## src/sv/rtcms_pkg.sv

```systemverilog
// ----------------------------------------------------------------------------
// rtcms_pkg
// shared types and constants for the extended millisecond clock
// ----------------------------------------------------------------------------
package rtcms_pkg;

   // tick rate is 32768 Hz, so one tick is 1000 / 2^15 ms
   localparam int unsigned MS_PER_SEC = 1000;
   localparam int unsigned TICK_SHIFT = 15;
   localparam int unsigned CNT_W      = 32;
   localparam int unsigned TIME_W     = 64;
   localparam int unsigned KIND_W     = 3;
   localparam int unsigned MULT_W     = CNT_W + 10;      // 1000 fits in 10 bits
   localparam int unsigned HI_SHIFT   = CNT_W - TICK_SHIFT;

   typedef enum logic [KIND_W-1:0] {
      REQ_SAMPLE  = 3'd0,
      REQ_READ    = 3'd1,
      REQ_SET     = 3'd2,
      REQ_DISABLE = 3'd3,
      REQ_RESTORE = 3'd4
   } req_kind_type;

   // one request word as it travels between pipeline stages
   typedef struct packed {
      logic [KIND_W-1:0] req_type;
      logic [CNT_W-1:0]  counter_sample;
      logic [TIME_W-1:0] new_time;
   } req_word_type;

endpackage

```

## src/sv/rtcms_if.sv

```systemverilog
// ----------------------------------------------------------------------------
// rtcms_if
// valid/ready channels for request and response words
// ----------------------------------------------------------------------------
interface rtcms_req_if
   import rtcms_pkg::*;
   ();
   logic              valid;
   logic              ready;
   logic [KIND_W-1:0] req_type;
   logic [CNT_W-1:0]  counter_sample;
   logic [TIME_W-1:0] new_time;

   modport source (output valid, req_type, counter_sample, new_time, input ready);
   modport sink   (input valid, req_type, counter_sample, new_time, output ready);
endinterface

interface rtcms_rsp_if
   import rtcms_pkg::*;
   ();
   logic              valid;
   logic              ready;
   logic [TIME_W-1:0] time_ms;
   logic              enabled;

   modport source (output valid, time_ms, enabled, input ready);
   modport sink   (input valid, time_ms, enabled, output ready);
endinterface

```

## src/sv/rtcms_in_stage.sv

```systemverilog
// ----------------------------------------------------------------------------
// rtcms_in_stage
// input register for request words
// ----------------------------------------------------------------------------
module rtcms_in_stage
   import rtcms_pkg::*;
   (
   input  logic         clock,
   input  logic         reset,
   input  logic         in_valid,
   output logic         in_ready,
   input  req_word_type in_word,
   output logic         out_valid,
   input  logic         out_ready,
   output req_word_type out_word
   );

   logic         valid_ff, valid_in;
   req_word_type word_ff;

   assign in_ready = !valid_ff || out_ready;

   always_comb begin
      valid_in = valid_ff;
      if (in_valid && in_ready) begin
         valid_in = 1'b1;
      end else if (out_ready) begin
         valid_in = 1'b0;
      end
   end

   always_ff @(posedge clock) begin
      if (reset) begin
         valid_ff <= 1'b0;
      end else begin
         valid_ff <= valid_in;
      end
   end

   always_ff @(posedge clock) begin
      if (in_valid && in_ready) begin
         word_ff <= in_word;
      end
   end

   assign out_valid = valid_ff;
   assign out_word  = word_ff;

endmodule

```

## src/sv/rtcms_core.sv

```systemverilog
// ----------------------------------------------------------------------------
// rtcms_core
// clock state, millisecond computation and response register
// ----------------------------------------------------------------------------
module rtcms_core
   import rtcms_pkg::*;
   (
   input  logic              clock,
   input  logic              reset,
   input  logic              in_valid,
   output logic              in_ready,
   input  req_word_type      in_word,
   output logic              out_valid,
   input  logic              out_ready,
   output logic [TIME_W-1:0] out_time_ms,
   output logic              out_enabled
   );

   logic              on_ff, on_in;
   logic [TIME_W-1:0] base_ff, base_in;
   logic [CNT_W-1:0]  wrap_ff, wrap_in;
   logic [CNT_W-1:0]  last_ff, last_in;
   logic              valid_ff, valid_in;
   logic [TIME_W-1:0] time_ff, time_in;
   logic              enabled_ff;

   logic              take;
   req_kind_type      kind;
   logic [CNT_W-1:0]  sample_wrap;
   logic [CNT_W-1:0]  wrap_sel;
   logic [CNT_W-1:0]  low_sel;
   logic [MULT_W-1:0] hi_prod;
   logic [MULT_W-1:0] lo_prod;
   logic [TIME_W-1:0] calc_ms;

   assign in_ready = !valid_ff || out_ready;
   assign take     = in_valid && in_ready;
   assign kind     = req_kind_type'(in_word.req_type);

   // high word bumps when the counter went backwards
   assign sample_wrap = (in_word.counter_sample < last_ff) ? wrap_ff + CNT_W'(1) : wrap_ff;

   // read uses the fresh sample, restore the stored one
   assign wrap_sel = (kind == REQ_READ) ? sample_wrap : wrap_ff;
   assign low_sel  = (kind == REQ_READ) ? in_word.counter_sample : last_ff;

   assign hi_prod = MULT_W'(wrap_sel) * MULT_W'(MS_PER_SEC);
   assign lo_prod = MULT_W'(low_sel) * MULT_W'(MS_PER_SEC);
   assign calc_ms = (TIME_W'(hi_prod) << HI_SHIFT)
                  + TIME_W'(lo_prod[MULT_W-1:TICK_SHIFT])
                  + base_ff;

   always_comb begin
      on_in   = on_ff;
      base_in = base_ff;
      wrap_in = wrap_ff;
      last_in = last_ff;
      time_in = '0;
      unique case (kind)
         REQ_SAMPLE: begin
            if (on_ff) begin
               wrap_in = sample_wrap;
               last_in = in_word.counter_sample;
            end
         end
         REQ_READ: begin
            if (on_ff) begin
               wrap_in = sample_wrap;
               last_in = in_word.counter_sample;
               time_in = calc_ms;
            end else begin
               time_in = '1;
            end
         end
         REQ_SET: begin
            base_in = in_word.new_time;
            wrap_in = '0;
            last_in = '0;
            on_in   = 1'b1;
         end
         REQ_DISABLE: begin
            on_in = 1'b0;
         end
         REQ_RESTORE: begin
            if (on_ff) begin
               base_in = calc_ms;
               wrap_in = '0;
               last_in = '0;
               time_in = calc_ms;
            end else begin
               time_in = '1;
            end
         end
         default: begin
         end
      endcase
   end

   always_comb begin
      valid_in = valid_ff;
      if (take) begin
         valid_in = 1'b1;
      end else if (out_ready) begin
         valid_in = 1'b0;
      end
   end

   always_ff @(posedge clock) begin
      if (reset) begin
         on_ff    <= 1'b0;
         base_ff  <= '0;
         wrap_ff  <= '0;
         last_ff  <= '0;
         valid_ff <= 1'b0;
      end else begin
         valid_ff <= valid_in;
         if (take) begin
            on_ff   <= on_in;
            base_ff <= base_in;
            wrap_ff <= wrap_in;
            last_ff <= last_in;
         end
      end
   end

   always_ff @(posedge clock) begin
      if (take) begin
         time_ff    <= time_in;
         enabled_ff <= on_in;
      end
   end

   assign out_valid   = valid_ff;
   assign out_time_ms = time_ff;
   assign out_enabled = enabled_ff;

endmodule

```

## src/sv/rtc_extended_millisecond_clock.sv

```systemverilog
// ----------------------------------------------------------------------------
// rtc_extended_millisecond_clock
// 64-bit millisecond wall clock on a free-running 32768 Hz tick counter
// ----------------------------------------------------------------------------
// path: request word -> input register -> core response register -> response word
// throughput: one word per cycle while rsp_chan.ready, set by the combinational
// state update loop in the core (compare, bump, multiply by 1000, add base)
// reset: synchronous, active high; clears enable, base, high word, last count
// and both stage valid flags
// ----------------------------------------------------------------------------
module rtc_extended_millisecond_clock
   import rtcms_pkg::*;
   (
   input  logic        clock,
   input  logic        reset,
   rtcms_req_if.sink   req_chan,
   rtcms_rsp_if.source rsp_chan
   );

   // request word as one bundle
   req_word_type req_word;
   // between input register and core
   req_word_type stage_word;
   logic         stage_valid;
   logic         stage_ready;

   assign req_word.req_type       = req_chan.req_type;
   assign req_word.counter_sample = req_chan.counter_sample;
   assign req_word.new_time       = req_chan.new_time;

   // input register: decouples the request side from the core
   rtcms_in_stage u_in_stage (
      .clock     (clock),
      .reset     (reset),
      .in_valid  (req_chan.valid),
      .in_ready  (req_chan.ready),
      .in_word   (req_word),
      .out_valid (stage_valid),
      .out_ready (stage_ready),
      .out_word  (stage_word)
   );

   // core: updates the clock state and registers the response word,
   // so a new word is taken only once the finished one is taken or none waits
   rtcms_core u_core (
      .clock       (clock),
      .reset       (reset),
      .in_valid    (stage_valid),
      .in_ready    (stage_ready),
      .in_word     (stage_word),
      .out_valid   (rsp_chan.valid),
      .out_ready   (rsp_chan.ready),
      .out_time_ms (rsp_chan.time_ms),
      .out_enabled (rsp_chan.enabled)
   );

endmodule
```

## src/flat_wrapper.sv

```systemverilog
// flat-port wrapper written by rule: the top's interface ports become plain ports
module rtc_extended_millisecond_clock_flat import rtcms_pkg::*;
  (clock, reset, req_chan_valid, req_chan_req_type, req_chan_counter_sample, req_chan_new_time, req_chan_ready, rsp_chan_valid, rsp_chan_time_ms, rsp_chan_enabled, rsp_chan_ready);
  rtcms_req_if req_chan_i ();
  rtcms_rsp_if rsp_chan_i ();
  input  logic clock;
  input  logic reset;
  input wire logic [$bits(req_chan_i.valid)-1:0] req_chan_valid;
  input wire logic [$bits(req_chan_i.req_type)-1:0] req_chan_req_type;
  input wire logic [$bits(req_chan_i.counter_sample)-1:0] req_chan_counter_sample;
  input wire logic [$bits(req_chan_i.new_time)-1:0] req_chan_new_time;
  output wire logic [$bits(req_chan_i.ready)-1:0] req_chan_ready;
  output wire logic [$bits(rsp_chan_i.valid)-1:0] rsp_chan_valid;
  output wire logic [$bits(rsp_chan_i.time_ms)-1:0] rsp_chan_time_ms;
  output wire logic [$bits(rsp_chan_i.enabled)-1:0] rsp_chan_enabled;
  input wire logic [$bits(rsp_chan_i.ready)-1:0] rsp_chan_ready;
  assign req_chan_i.valid = req_chan_valid;
  assign req_chan_i.req_type = req_chan_req_type;
  assign req_chan_i.counter_sample = req_chan_counter_sample;
  assign req_chan_i.new_time = req_chan_new_time;
  assign req_chan_ready = req_chan_i.ready;
  assign rsp_chan_valid = rsp_chan_i.valid;
  assign rsp_chan_time_ms = rsp_chan_i.time_ms;
  assign rsp_chan_enabled = rsp_chan_i.enabled;
  assign rsp_chan_i.ready = rsp_chan_ready;
  rtc_extended_millisecond_clock u_core (.clock(clock), .reset(reset), .req_chan(req_chan_i), .rsp_chan(rsp_chan_i));
endmodule
```

## config.mk

```make
export PLATFORM = sky130hd
export DESIGN_NAME = rtc_extended_millisecond_clock_flat
export DESIGN_NICKNAME = d
export VERILOG_FILES = /design/src/sv/rtcms_pkg.sv /design/src/sv/rtcms_if.sv /design/src/sv/rtcms_in_stage.sv /design/src/sv/rtcms_core.sv /design/src/sv/rtc_extended_millisecond_clock.sv /design/src/flat_wrapper.sv
export SDC_FILE = /design/constraint.sdc
export NUM_CORES = 1
export LEC_CHECK = 0
export ABC_AREA = 1
export BUFFER_PORTS_ARGS = -buffer_cell sky130_fd_sc_hd__buf_2
export CELL_PAD_IN_SITES_DETAIL_PLACEMENT = 1
export CELL_PAD_IN_SITES_GLOBAL_PLACEMENT = 2
export CORE_MARGIN = 4
export CORE_UTILIZATION = 40
export CTS_CLUSTER_DIAMETER = 60
export CTS_CLUSTER_SIZE = 10
export DETAILED_ROUTE_END_ITERATION = 12
export MAX_ROUTING_LAYER = met4
export PLACE_DENSITY = 0.9
export RECOVER_POWER = 50
export SETUP_SLACK_MARGIN = 0.15
export SLEW_MARGIN = 0
export SYNTH_ARGS = -nofsm -noshare
export SYNTH_HDL_FRONTEND = slang
export SYNTH_HIERARCHICAL = 1
export SYNTH_SLANG_ARGS = --single-unit
```

## constraint.sdc

```tcl
create_clock -name clock -period 13.3 [get_ports clock]
set_input_delay 0 -clock clock [delete_from_list [all_inputs] [get_ports clock]]
set_output_delay 0 -clock clock [all_outputs]
set_load 0.05 [all_outputs]
```

==> results of run 1 <==
==> worst max path at each step <==
stage / start / endpoint / cells past startpoint
3_5_place_dp: u_core/u_in_stage/out_word[77] / u_core/u_core/out_time_ms[55] / 43
4_1_cts: u_core/u_in_stage/out_word[77] / u_core/u_core/base_ff[50] / 41
6_report: u_core/u_in_stage/out_word[77] / u_core/u_core/out_time_ms[55] / 43
5_1_grt: u_core/u_in_stage/out_word[77] / u_core/u_core/out_time_ms[55] / 40
2_1_floorplan: u_core/u_in_stage/out_word[77] / u_core/u_core/out_time_ms[59] / 42
3_3_place_gp: u_core/u_in_stage/out_word[79] / u_core/u_core/base_ff[50] / 41
==> critical path, delay by kind of cell, from the launching register on <==
| kind | cells | cell delay, ns |
|---|---|---|
| buffers and inverters | 7 | 0.52 |
| AND/OR/NAND/NOR | 22 | 4.14 |
| adder cells (fa/ha/maj) | 8 | 3.23 |
| flip-flops | 1 | 0.44 |
| XOR/XNOR | 1 | 0.17 |
| AO/OA/AOI/OAI | 5 | 1.27 |
==> metal layers <==
metal,part of all wire,vias up,GRT usage
met3,0.037,177,0.0258
met1,0.44,13461,0.348
li1,-,13378,-
met5,0,-,-
met4,0.045,0,0.109
met2,0.48,564,0.461
==> synth_stat cells (2+ instances only) <==
cell | number | area (sq um)
dfxtp_1 | 131 | 2620
nor3_1 | 41 | 205
inv_1 | 531 | 1990
o21a_1 | 11 | 82.6
o21ai_2 | 3 | 26.3
a211oi_1 | 5 | 37.5
nand4_1 | 17 | 106
o211ai_1 | 10 | 75.1
nand2_2 | 38 | 238
or2_2 | 6 | 37.5
nand2_4 | 2 | 22.5
fa_1 | 223 | 4460
buf_2 | 13 | 65.1
a21oi_1 | 335 | 1680
a21oi_2 | 2 | 17.5
ha_1 | 297 | 3720
a21boi_1 | 14 | 105
nor3_2 | 4 | 40.0
nor2_2 | 4 | 25.0
buf_1 | 10 | 37.5
xor2_1 | 93 | 815
inv_2 | 13 | 48.8
nor2_1 | 352 | 1320
xnor2_1 | 27 | 236
nand3b_1 | 3 | 22.5
o21bai_1 | 14 | 105
a21o_1 | 17 | 128
and2_1 | 2 | 12.5
a21boi_0 | 5 | 37.5
o21ai_0 | 209 | 1050
a31oi_1 | 14 | 87.6
clkbuf_1 | 68 | 255
o21ai_1 | 3 | 15.0
nand2_1 | 1005 | 3770
buf_4 | 4 | 30.0
nor4_1 | 7 | 43.8
buf_6 | 5 | 56.3
nand3_1 | 250 | 1250
edfxtp_1 | 164 | 4920
==> final cells by class <==
cell class,instances,area share
Multi-Input combinational cell,3021,0.583
Antenna cell,3,0.000220
Timing Repair Buffer,309,0.0594
Tap cell,959,0.0352
Clock buffer,60,0.0359
Sequential cell,295,0.221
Clock inverter,20,0.00485
Inverter,544,0.0600
==> logic make-up (layout without fill, tap and decap cells) <==
| kind of cell | Yosys count | in the layout | synth area share |
|---|---|---|---|
| AOI/OAI and AO/OA | 646 | 646 | 0.117 |
| buffers and inverters | 644 | 933 | 0.0832 |
| and+or+nand+nor | 1735 | 1735 | 0.239 |
| other | 0 | 3 | 0 |
| xor gates and xnor gates | 120 | 120 | 0.0352 |
| DFF | 295 | 295 | 0.253 |
| adders and majority gates | 520 | 520 | 0.274 |
==> what timing repair did <==
action / in CTS / in global routing
hold buffers: 104 / 0
resized for setup: 0 / 0
endpoints found under the hold margin: 143 / 0
==> registers in the layout, indices dropped and copies added (netlist names) <==
register                     flops
u_core/u_core/base_ff           64
u_core/u_core/last_ff           32
u_core/u_core/on_ff              1
u_core/u_core/out_enabled        1
u_core/u_core/out_time_ms       64
u_core/u_core/out_valid          1
u_core/u_core/wrap_ff           32
u_core/u_in_stage/out_valid      1
u_core/u_in_stage/out_word      99
==> metrics by stage <==
step / cells / instance area (sq um) / total power, mW
after floorplan: 3960 / 29900 / 1.78
after global placement: 5023 / 31800 / 2.10
after detailed placement: 5023 / 31800 / 2.13
after CTS: 5207 / 34200 / 3.28
after global routing: 5210 / 34100 / 3.45
final: 5211 / 34100 / 3.25
==> power groups by stage <==
stage	Combinational, mW	Sequential [mW]	Clock, mW
final	1.10	1.03	1.13
after global routing	1.23	1.03	1.19
after CTS	1.11	1.03	1.14
after detailed placement	1.08	1.05	0
after global placement	1.05	1.04	0
after floorplan	0.701	1.08	0
==> flow_metrics.env, run 1 <==
export IMPL_yosys_most_used_dff="edfxtp_1"
export IMPL_layout_drive_gt1_share=0.0598
export IMPL_ys_ff_latch=295
export IMPL_cp_required_ns=13.64
export IMPL_min_path_cells=2
export IMPL_hold_path_class="in -> reg"
export IMPL_synth_edff_count=164
export IMPL_crit_arrival_ns=10.37
export IMPL_dr_pass1_iters=5
export IMPL_fin_skew_ns=0.0304
export IMPL_grt_max_degree=78
export IMPL_p_int_mw=2.02
export IMPL_seqCellArea_sq_um=7550
export IMPL_synthCells=3960
export IMPL_max_slew_margin_rel=-1.93
export IMPL_slew_viol_final=189
export IMPL_setup_viol=0
export IMPL_fmax_mhz=99.7
export IMPL_synth_cell_types=47
export IMPL_cp_common_cell="nand2_1"
export IMPL_ant_nets=0
export IMPL_synth_nets=4583
export IMPL_setup_worst_path_end_class="flop"
export IMPL_multi_input_area_sq_um=19900
export IMPL_drt_iter0_markers=1554
export IMPL_vias=27580
export IMPL_antenna_found_initial=3
export IMPL_combPwrFrac=0.338
export IMPL_cts_sinks=295
export IMPL_n_fill_cell=9223
export IMPL_setup_worst_path_class="reg -> reg"
export IMPL_hpwl_microns=83600
export IMPL_fin_crit_sh=0.754
export IMPL_cts_path_max_buffers=3
export IMPL_coreArea_sq_um=73500
export IMPL_fin_util=0.464
export IMPL_final_common_cell="nand2_1"
export IMPL_regToRegSetupSlack_ns=3.27
export IMPL_portBuffers=169
export IMPL_die_width_microns=281
export IMPL_hold_viol=0
export IMPL_power_share_clock=0.346
export IMPL_tightest_slew_ns=4.39
export IMPL_fin_nets=4838
export IMPL_cts_setup_buffers=0
export IMPL_cts_buffers=44
export IMPL_grt_total_usage=0.276
export IMPL_max_cap_violations=4
export IMPL_die_area_sq_um=79100
export IMPL_slowest_stage="nor4_1"
export IMPL_cts_tree="built"
export IMPL_grt_pass1_wl_microns=166000
export IMPL_clk_latency_ns=0.59
export IMPL_p_seq_frac=0.316
export IMPL_synth_area_per_cell_sq_um=7.55
export IMPL_yosysWarnings=6
export IMPL_violations="capacitance limit, slew limit"
export IMPL_initial_core_util=0.407
export IMPL_swShare=0.380
export IMPL_holdWs_ns=0.117
export IMPL_p_leak_nw=16.2
export IMPL_run_status="finished with violations"
export IMPL_p_sw_mw=1.24
export IMPL_placementRows=99
export IMPL_first_global_vias=29011
export IMPL_place_gp_congestion=0.939
export IMPL_dieHeight_microns=281
export IMPL_cts_reportedPaths_clkPinSlew_ns=0.06
export IMPL_r2r_end="u_core/u_core/out_time_ms[55]"
export IMPL_synth_area_sq_um=29900
export IMPL_cts_root_buf="clkbuf_16"
export IMPL_place_ws_ns=3.79
export IMPL_cts_htree_levels=2
export IMPL_rr_worst_depth=43
export IMPL_p_per_area_nw_per_um2=95.5
export IMPL_layout_common_cells="nand2_1 (1,002), inv_1 (530), nor2_1 (352)"
export IMPL_post_route_min_period_ns=10.03
export IMPL_overflow=0
export IMPL_pin_count=170
export IMPL_final_setup_tns_ns=0
export IMPL_min_to="u_core/u_in_stage/out_word[25]"
export IMPL_hp_start="req_chan_new_time[25]"
export IMPL_drcViolationCount=0
export IMPL_wire_per_inst_microns=20.5
export IMPL_ir_drop_mv=0.112
export IMPL_crit_fanout=35
export IMPL_r2r_start="u_core/u_in_stage/out_word[77]"
export IMPL_drt_wl_total_microns=107000
export IMPL_cp_start_kind="flop"
export IMPL_area_growth_pct=14.1
export IMPL_synth_async_reset_ratio=0
export IMPL_setup_ws_ns=3.27
export IMPL_ys_seq_area_frac=0.253
export IMPL_rsz0062_at_grt="false"
export IMPL_max_stage_delay_ns=0.73
export IMPL_via_per_inst=5.29
No activity file was read; power rests on OpenSTA's default activity.
==> run 2: changes to the inputs <==
--- a/config.mk
+++ b/config.mk
@@ -5,17 +5,17 @@
 export SDC_FILE = /design/constraint.sdc
 export NUM_CORES = 1
 export LEC_CHECK = 0
-export ABC_AREA = 1
+export ABC_AREA = 0
 export BUFFER_PORTS_ARGS = -buffer_cell sky130_fd_sc_hd__buf_2
 export CELL_PAD_IN_SITES_DETAIL_PLACEMENT = 1
 export CELL_PAD_IN_SITES_GLOBAL_PLACEMENT = 2
 export CORE_MARGIN = 4
-export CORE_UTILIZATION = 40
+export CORE_UTILIZATION = 37
 export CTS_CLUSTER_DIAMETER = 60
 export CTS_CLUSTER_SIZE = 10
 export DETAILED_ROUTE_END_ITERATION = 12
 export MAX_ROUTING_LAYER = met4
-export PLACE_DENSITY = 0.9
+export PLACE_DENSITY = 0.82
 export RECOVER_POWER = 50
 export SETUP_SLACK_MARGIN = 0.15
 export SLEW_MARGIN = 0
==> constraint.sdc (replaced) <==
create_clock -name clock -period 8.3 [get_ports clock]
set_input_delay 0 -clock clock [delete_from_list [all_inputs] [get_ports clock]]
set_output_delay 0 -clock clock [all_outputs]
set_load 0.05 [all_outputs]
==> run 2 against run 1 <==
The run ends with capacitance limit, slew limit, setup timing left. Flip-flop and latch count unchanged. Cell count decreased by 7.8%. Non-clock buffer count increased by 805. Total power increased by 42%. Clock skew increased by 0.016 ns. Sequential power increased by 59%. Critical path depth unchanged. Area after synthesis decreased by 10%. Worst setup slack got worse by 4.5 ns. Clock power increased by 61%. Routed wire length increased by 10%. Clock-buffer cell count increased by 2. Critical path type unchanged.
==> flow_metrics.env, run 2 <==
export IMPL_first_global_vias=29680
export IMPL_tightest_slew_ns=4.92
export IMPL_p_leak_nw=18.5
export IMPL_placementRows=98
export IMPL_final_common_cell="buf_4"
export IMPL_startpoint="u_core/u_in_stage/out_word[69]"
export IMPL_final_setup_tns_ns=-54.03
export IMPL_place_gp_congestion=0.921
export IMPL_max_cap_violations=2
export IMPL_setup_worst_path_end_class="flop"
export IMPL_max_stage_delay_ns=0.57
export IMPL_synth_area_sq_um=26900
export IMPL_fin_util=0.575
export IMPL_drt_wl_total_microns=118000
export IMPL_yosysWarnings=6
export IMPL_rsz0062_at_grt="true"
export IMPL_slowest_stage="fa_2"
export IMPL_synth_cell_types=91
export IMPL_vias=26849
export IMPL_antenna_found_initial=2
export IMPL_ys_ff_latch=295
export IMPL_critPathBufInv=10
export IMPL_cts_buffers=44
export IMPL_violations="capacitance limit, slew limit, setup timing"
export IMPL_cts_tree="built"
export IMPL_synthCells=2783
export IMPL_overflow=0
export IMPL_initial_core_util=0.374
export IMPL_ir_drop_mv=0.154
export IMPL_drt_iter0_markers=1528
export IMPL_r2r_start="u_core/u_in_stage/out_word[69]"
export IMPL_crit_arrival_ns=9.99
export IMPL_post_route_min_period_ns=9.52
export IMPL_regToRegSetupSlack_ns=-1.22
export IMPL_via_per_inst=5.59
export IMPL_setup_ws_ns=-1.22
export IMPL_cts_root_buf="clkbuf_16"
export IMPL_cp_endpoint="u_core/u_core/base_ff[58]"
export IMPL_cp_start_kind="flop"
export IMPL_crit_fanout=6
export IMPL_dr_pass1_iters=5
export IMPL_die_width_microns=277
export IMPL_synth_common_cells="ha_1 (297), a21oi_1 (244), fa_1 (223), inv_1 (220), nand2_1 (211)"
export IMPL_coreArea_sq_um=71700
export IMPL_ys_seq_area_frac=0.281
export IMPL_yosysTopAreaCell="edfxtp_1"
export IMPL_cpLargestDelayFamily="compound AO/OA/AOI/OAI gates"
export IMPL_cp_num_cells=43
export IMPL_synthTopCellsByArea="edfxtp_1 (18%), fa_1 (17%), ha_1 (14%)"
export IMPL_wire_per_inst_microns=24.5
export IMPL_hold_viol=0
export IMPL_fin_skew_ns=0.0465
export IMPL_slew_viol_final=111
export IMPL_area_growth_pct=53.7
export IMPL_portBuffers=169
export IMPL_cts_path_max_buffers=3
export IMPL_yosys_most_used_dff="edfxtp_1"
export IMPL_dieHeight_microns=277
export IMPL_run_status="finished with violations"
export IMPL_layout_drive_gt1_share=0.394
export IMPL_synth_edff_count=164
export IMPL_synth_most_common_cell="ha_1"
export IMPL_cts_reportedPaths_clkPinSlew_ns=0.06
export IMPL_hpwl_microns=73200
export IMPL_setup_worst_path_class="reg -> reg"
export IMPL_synth_async_reset_ratio=0
export IMPL_pin_count=170
export IMPL_hold_path_class="in -> reg"
export IMPL_die_area_sq_um=77000
export IMPL_max_slew_margin_rel=-2.28
export IMPL_largest_register_ffs=99
export IMPL_place_ws_ns=-1.61
export IMPL_setup_viol=82
export IMPL_cts_sinks=295
export IMPL_power_mw=4.64
export IMPL_rr_worst_depth=43
export IMPL_drcViolationCount=0
export IMPL_fin_nets=4441
export IMPL_grt_total_usage=0.274
export IMPL_cp_required_ns=8.77
export IMPL_ant_nets=0
export IMPL_cts_htree_levels=2
export IMPL_grt_max_degree=72
export IMPL_cp_common_cell="buf_4"
export IMPL_grt_pass1_wl_microns=165000
export IMPL_p_per_area_nw_per_um2=112
export IMPL_clk_latency_ns=0.61
export IMPL_synth_top_cell_area_share=0.183
export IMPL_r2r_end="u_core/u_core/base_ff[58]"
export IMPL_fin_crit_sh=1.15
export IMPL_synth_nets=3406
export IMPL_fmax_mhz=105
export IMPL_layout_common_cells="buf_4 (720), ha_1 (231), inv_1 (209)"
export IMPL_synth_area_per_cell_sq_um=9.65
==> run 2: cell count changes after synthesis, sizes merged, moves of 50 or more <==
cell   before  now
nand3     251   40
inv       544  220
a21oi     338  248
nand2    1045  213
a21o       17   67
nor2      356  201
xnor2      27  110
==> run 2: worst min path at each step <==
stage	startpoint	depth (start not counted)	to
3_3_place_gp	req_chan_counter_sample[26]	1	u_core/u_in_stage/out_word[90]
2_1_floorplan	reset	1	u_core/u_in_stage/out_valid
3_5_place_dp	req_chan_new_time[15]	1	u_core/u_in_stage/out_word[15]
4_1_cts	req_chan_new_time[2]	2	u_core/u_in_stage/out_word[2]
6_report	req_chan_new_time[2]	2	u_core/u_in_stage/out_word[2]
5_1_grt	req_chan_counter_sample[11]	2	u_core/u_in_stage/out_word[75]
==> run 2: kinds of logic after synthesis <==
logic type                 share of synthesized area
AOI/OAI and AO/OA                              0.172
and+or+nand+nor                                0.122
adders and majority gates                      0.308
buffers and inverters                         0.0490
DFF                                            0.281
xor gates and xnor gates                      0.0632
muxes                                        0.00522
==> run 2: what timing repair did <==
item	4_1_cts	5_1_grt
pin swaps	228	203
gates cloned	3	0
gates resized for setup	445	290
hold buffers	104	0
hold endpoints to repair	140	0
endpoints found under the setup margin	97	105
buffers inserted	86	58
==> run 2: per-stage QoR <==
| step | cell area, sq um | cells | hold slack [ns] |
|---|---|---|---|
| global placement | 34200 | 4471 | 0.177 |
| global route | 41300 | 4804 | 0.0975 |
| floorplan | 27400 | 2783 | 0.0624 |
| CTS | 39500 | 4745 | 0.0735 |
| detailed placement | 34200 | 4471 | 0.178 |
| finish | 41300 | 4804 | 0.104 |
==> run 2: cell type report <==
cell class                      instances  area [sq um]
Clock buffer                           62          1170
Multi-Input combinational cell       2142         21700
Inverter                              221           833
Clock inverter                         19           195
Fill cell                            7689         30500
Tap cell                              950          1190
Antenna cell                            1          2.50
Sequential cell                       295          7550
Timing Repair Buffer                 1114          8670
==> run 2: where the power goes <==
group	internal [mW]	switching [mW]	total, mW	leakage (nW)
registers	1.61	0.0303	1.64	2.65
logic	0.509	0.663	1.17	15.2
clock network	1.06	0.766	1.82	0.645
==> run 2: routing by layer <==
metal,vias to the layer above,global-route usage,part of all wire
li1,11949,-,-
met1,13675,0.315,0.38
met2,873,0.496,0.53
met3,352,0.0324,0.046
met4,0,0.0916,0.051
met5,-,-,0
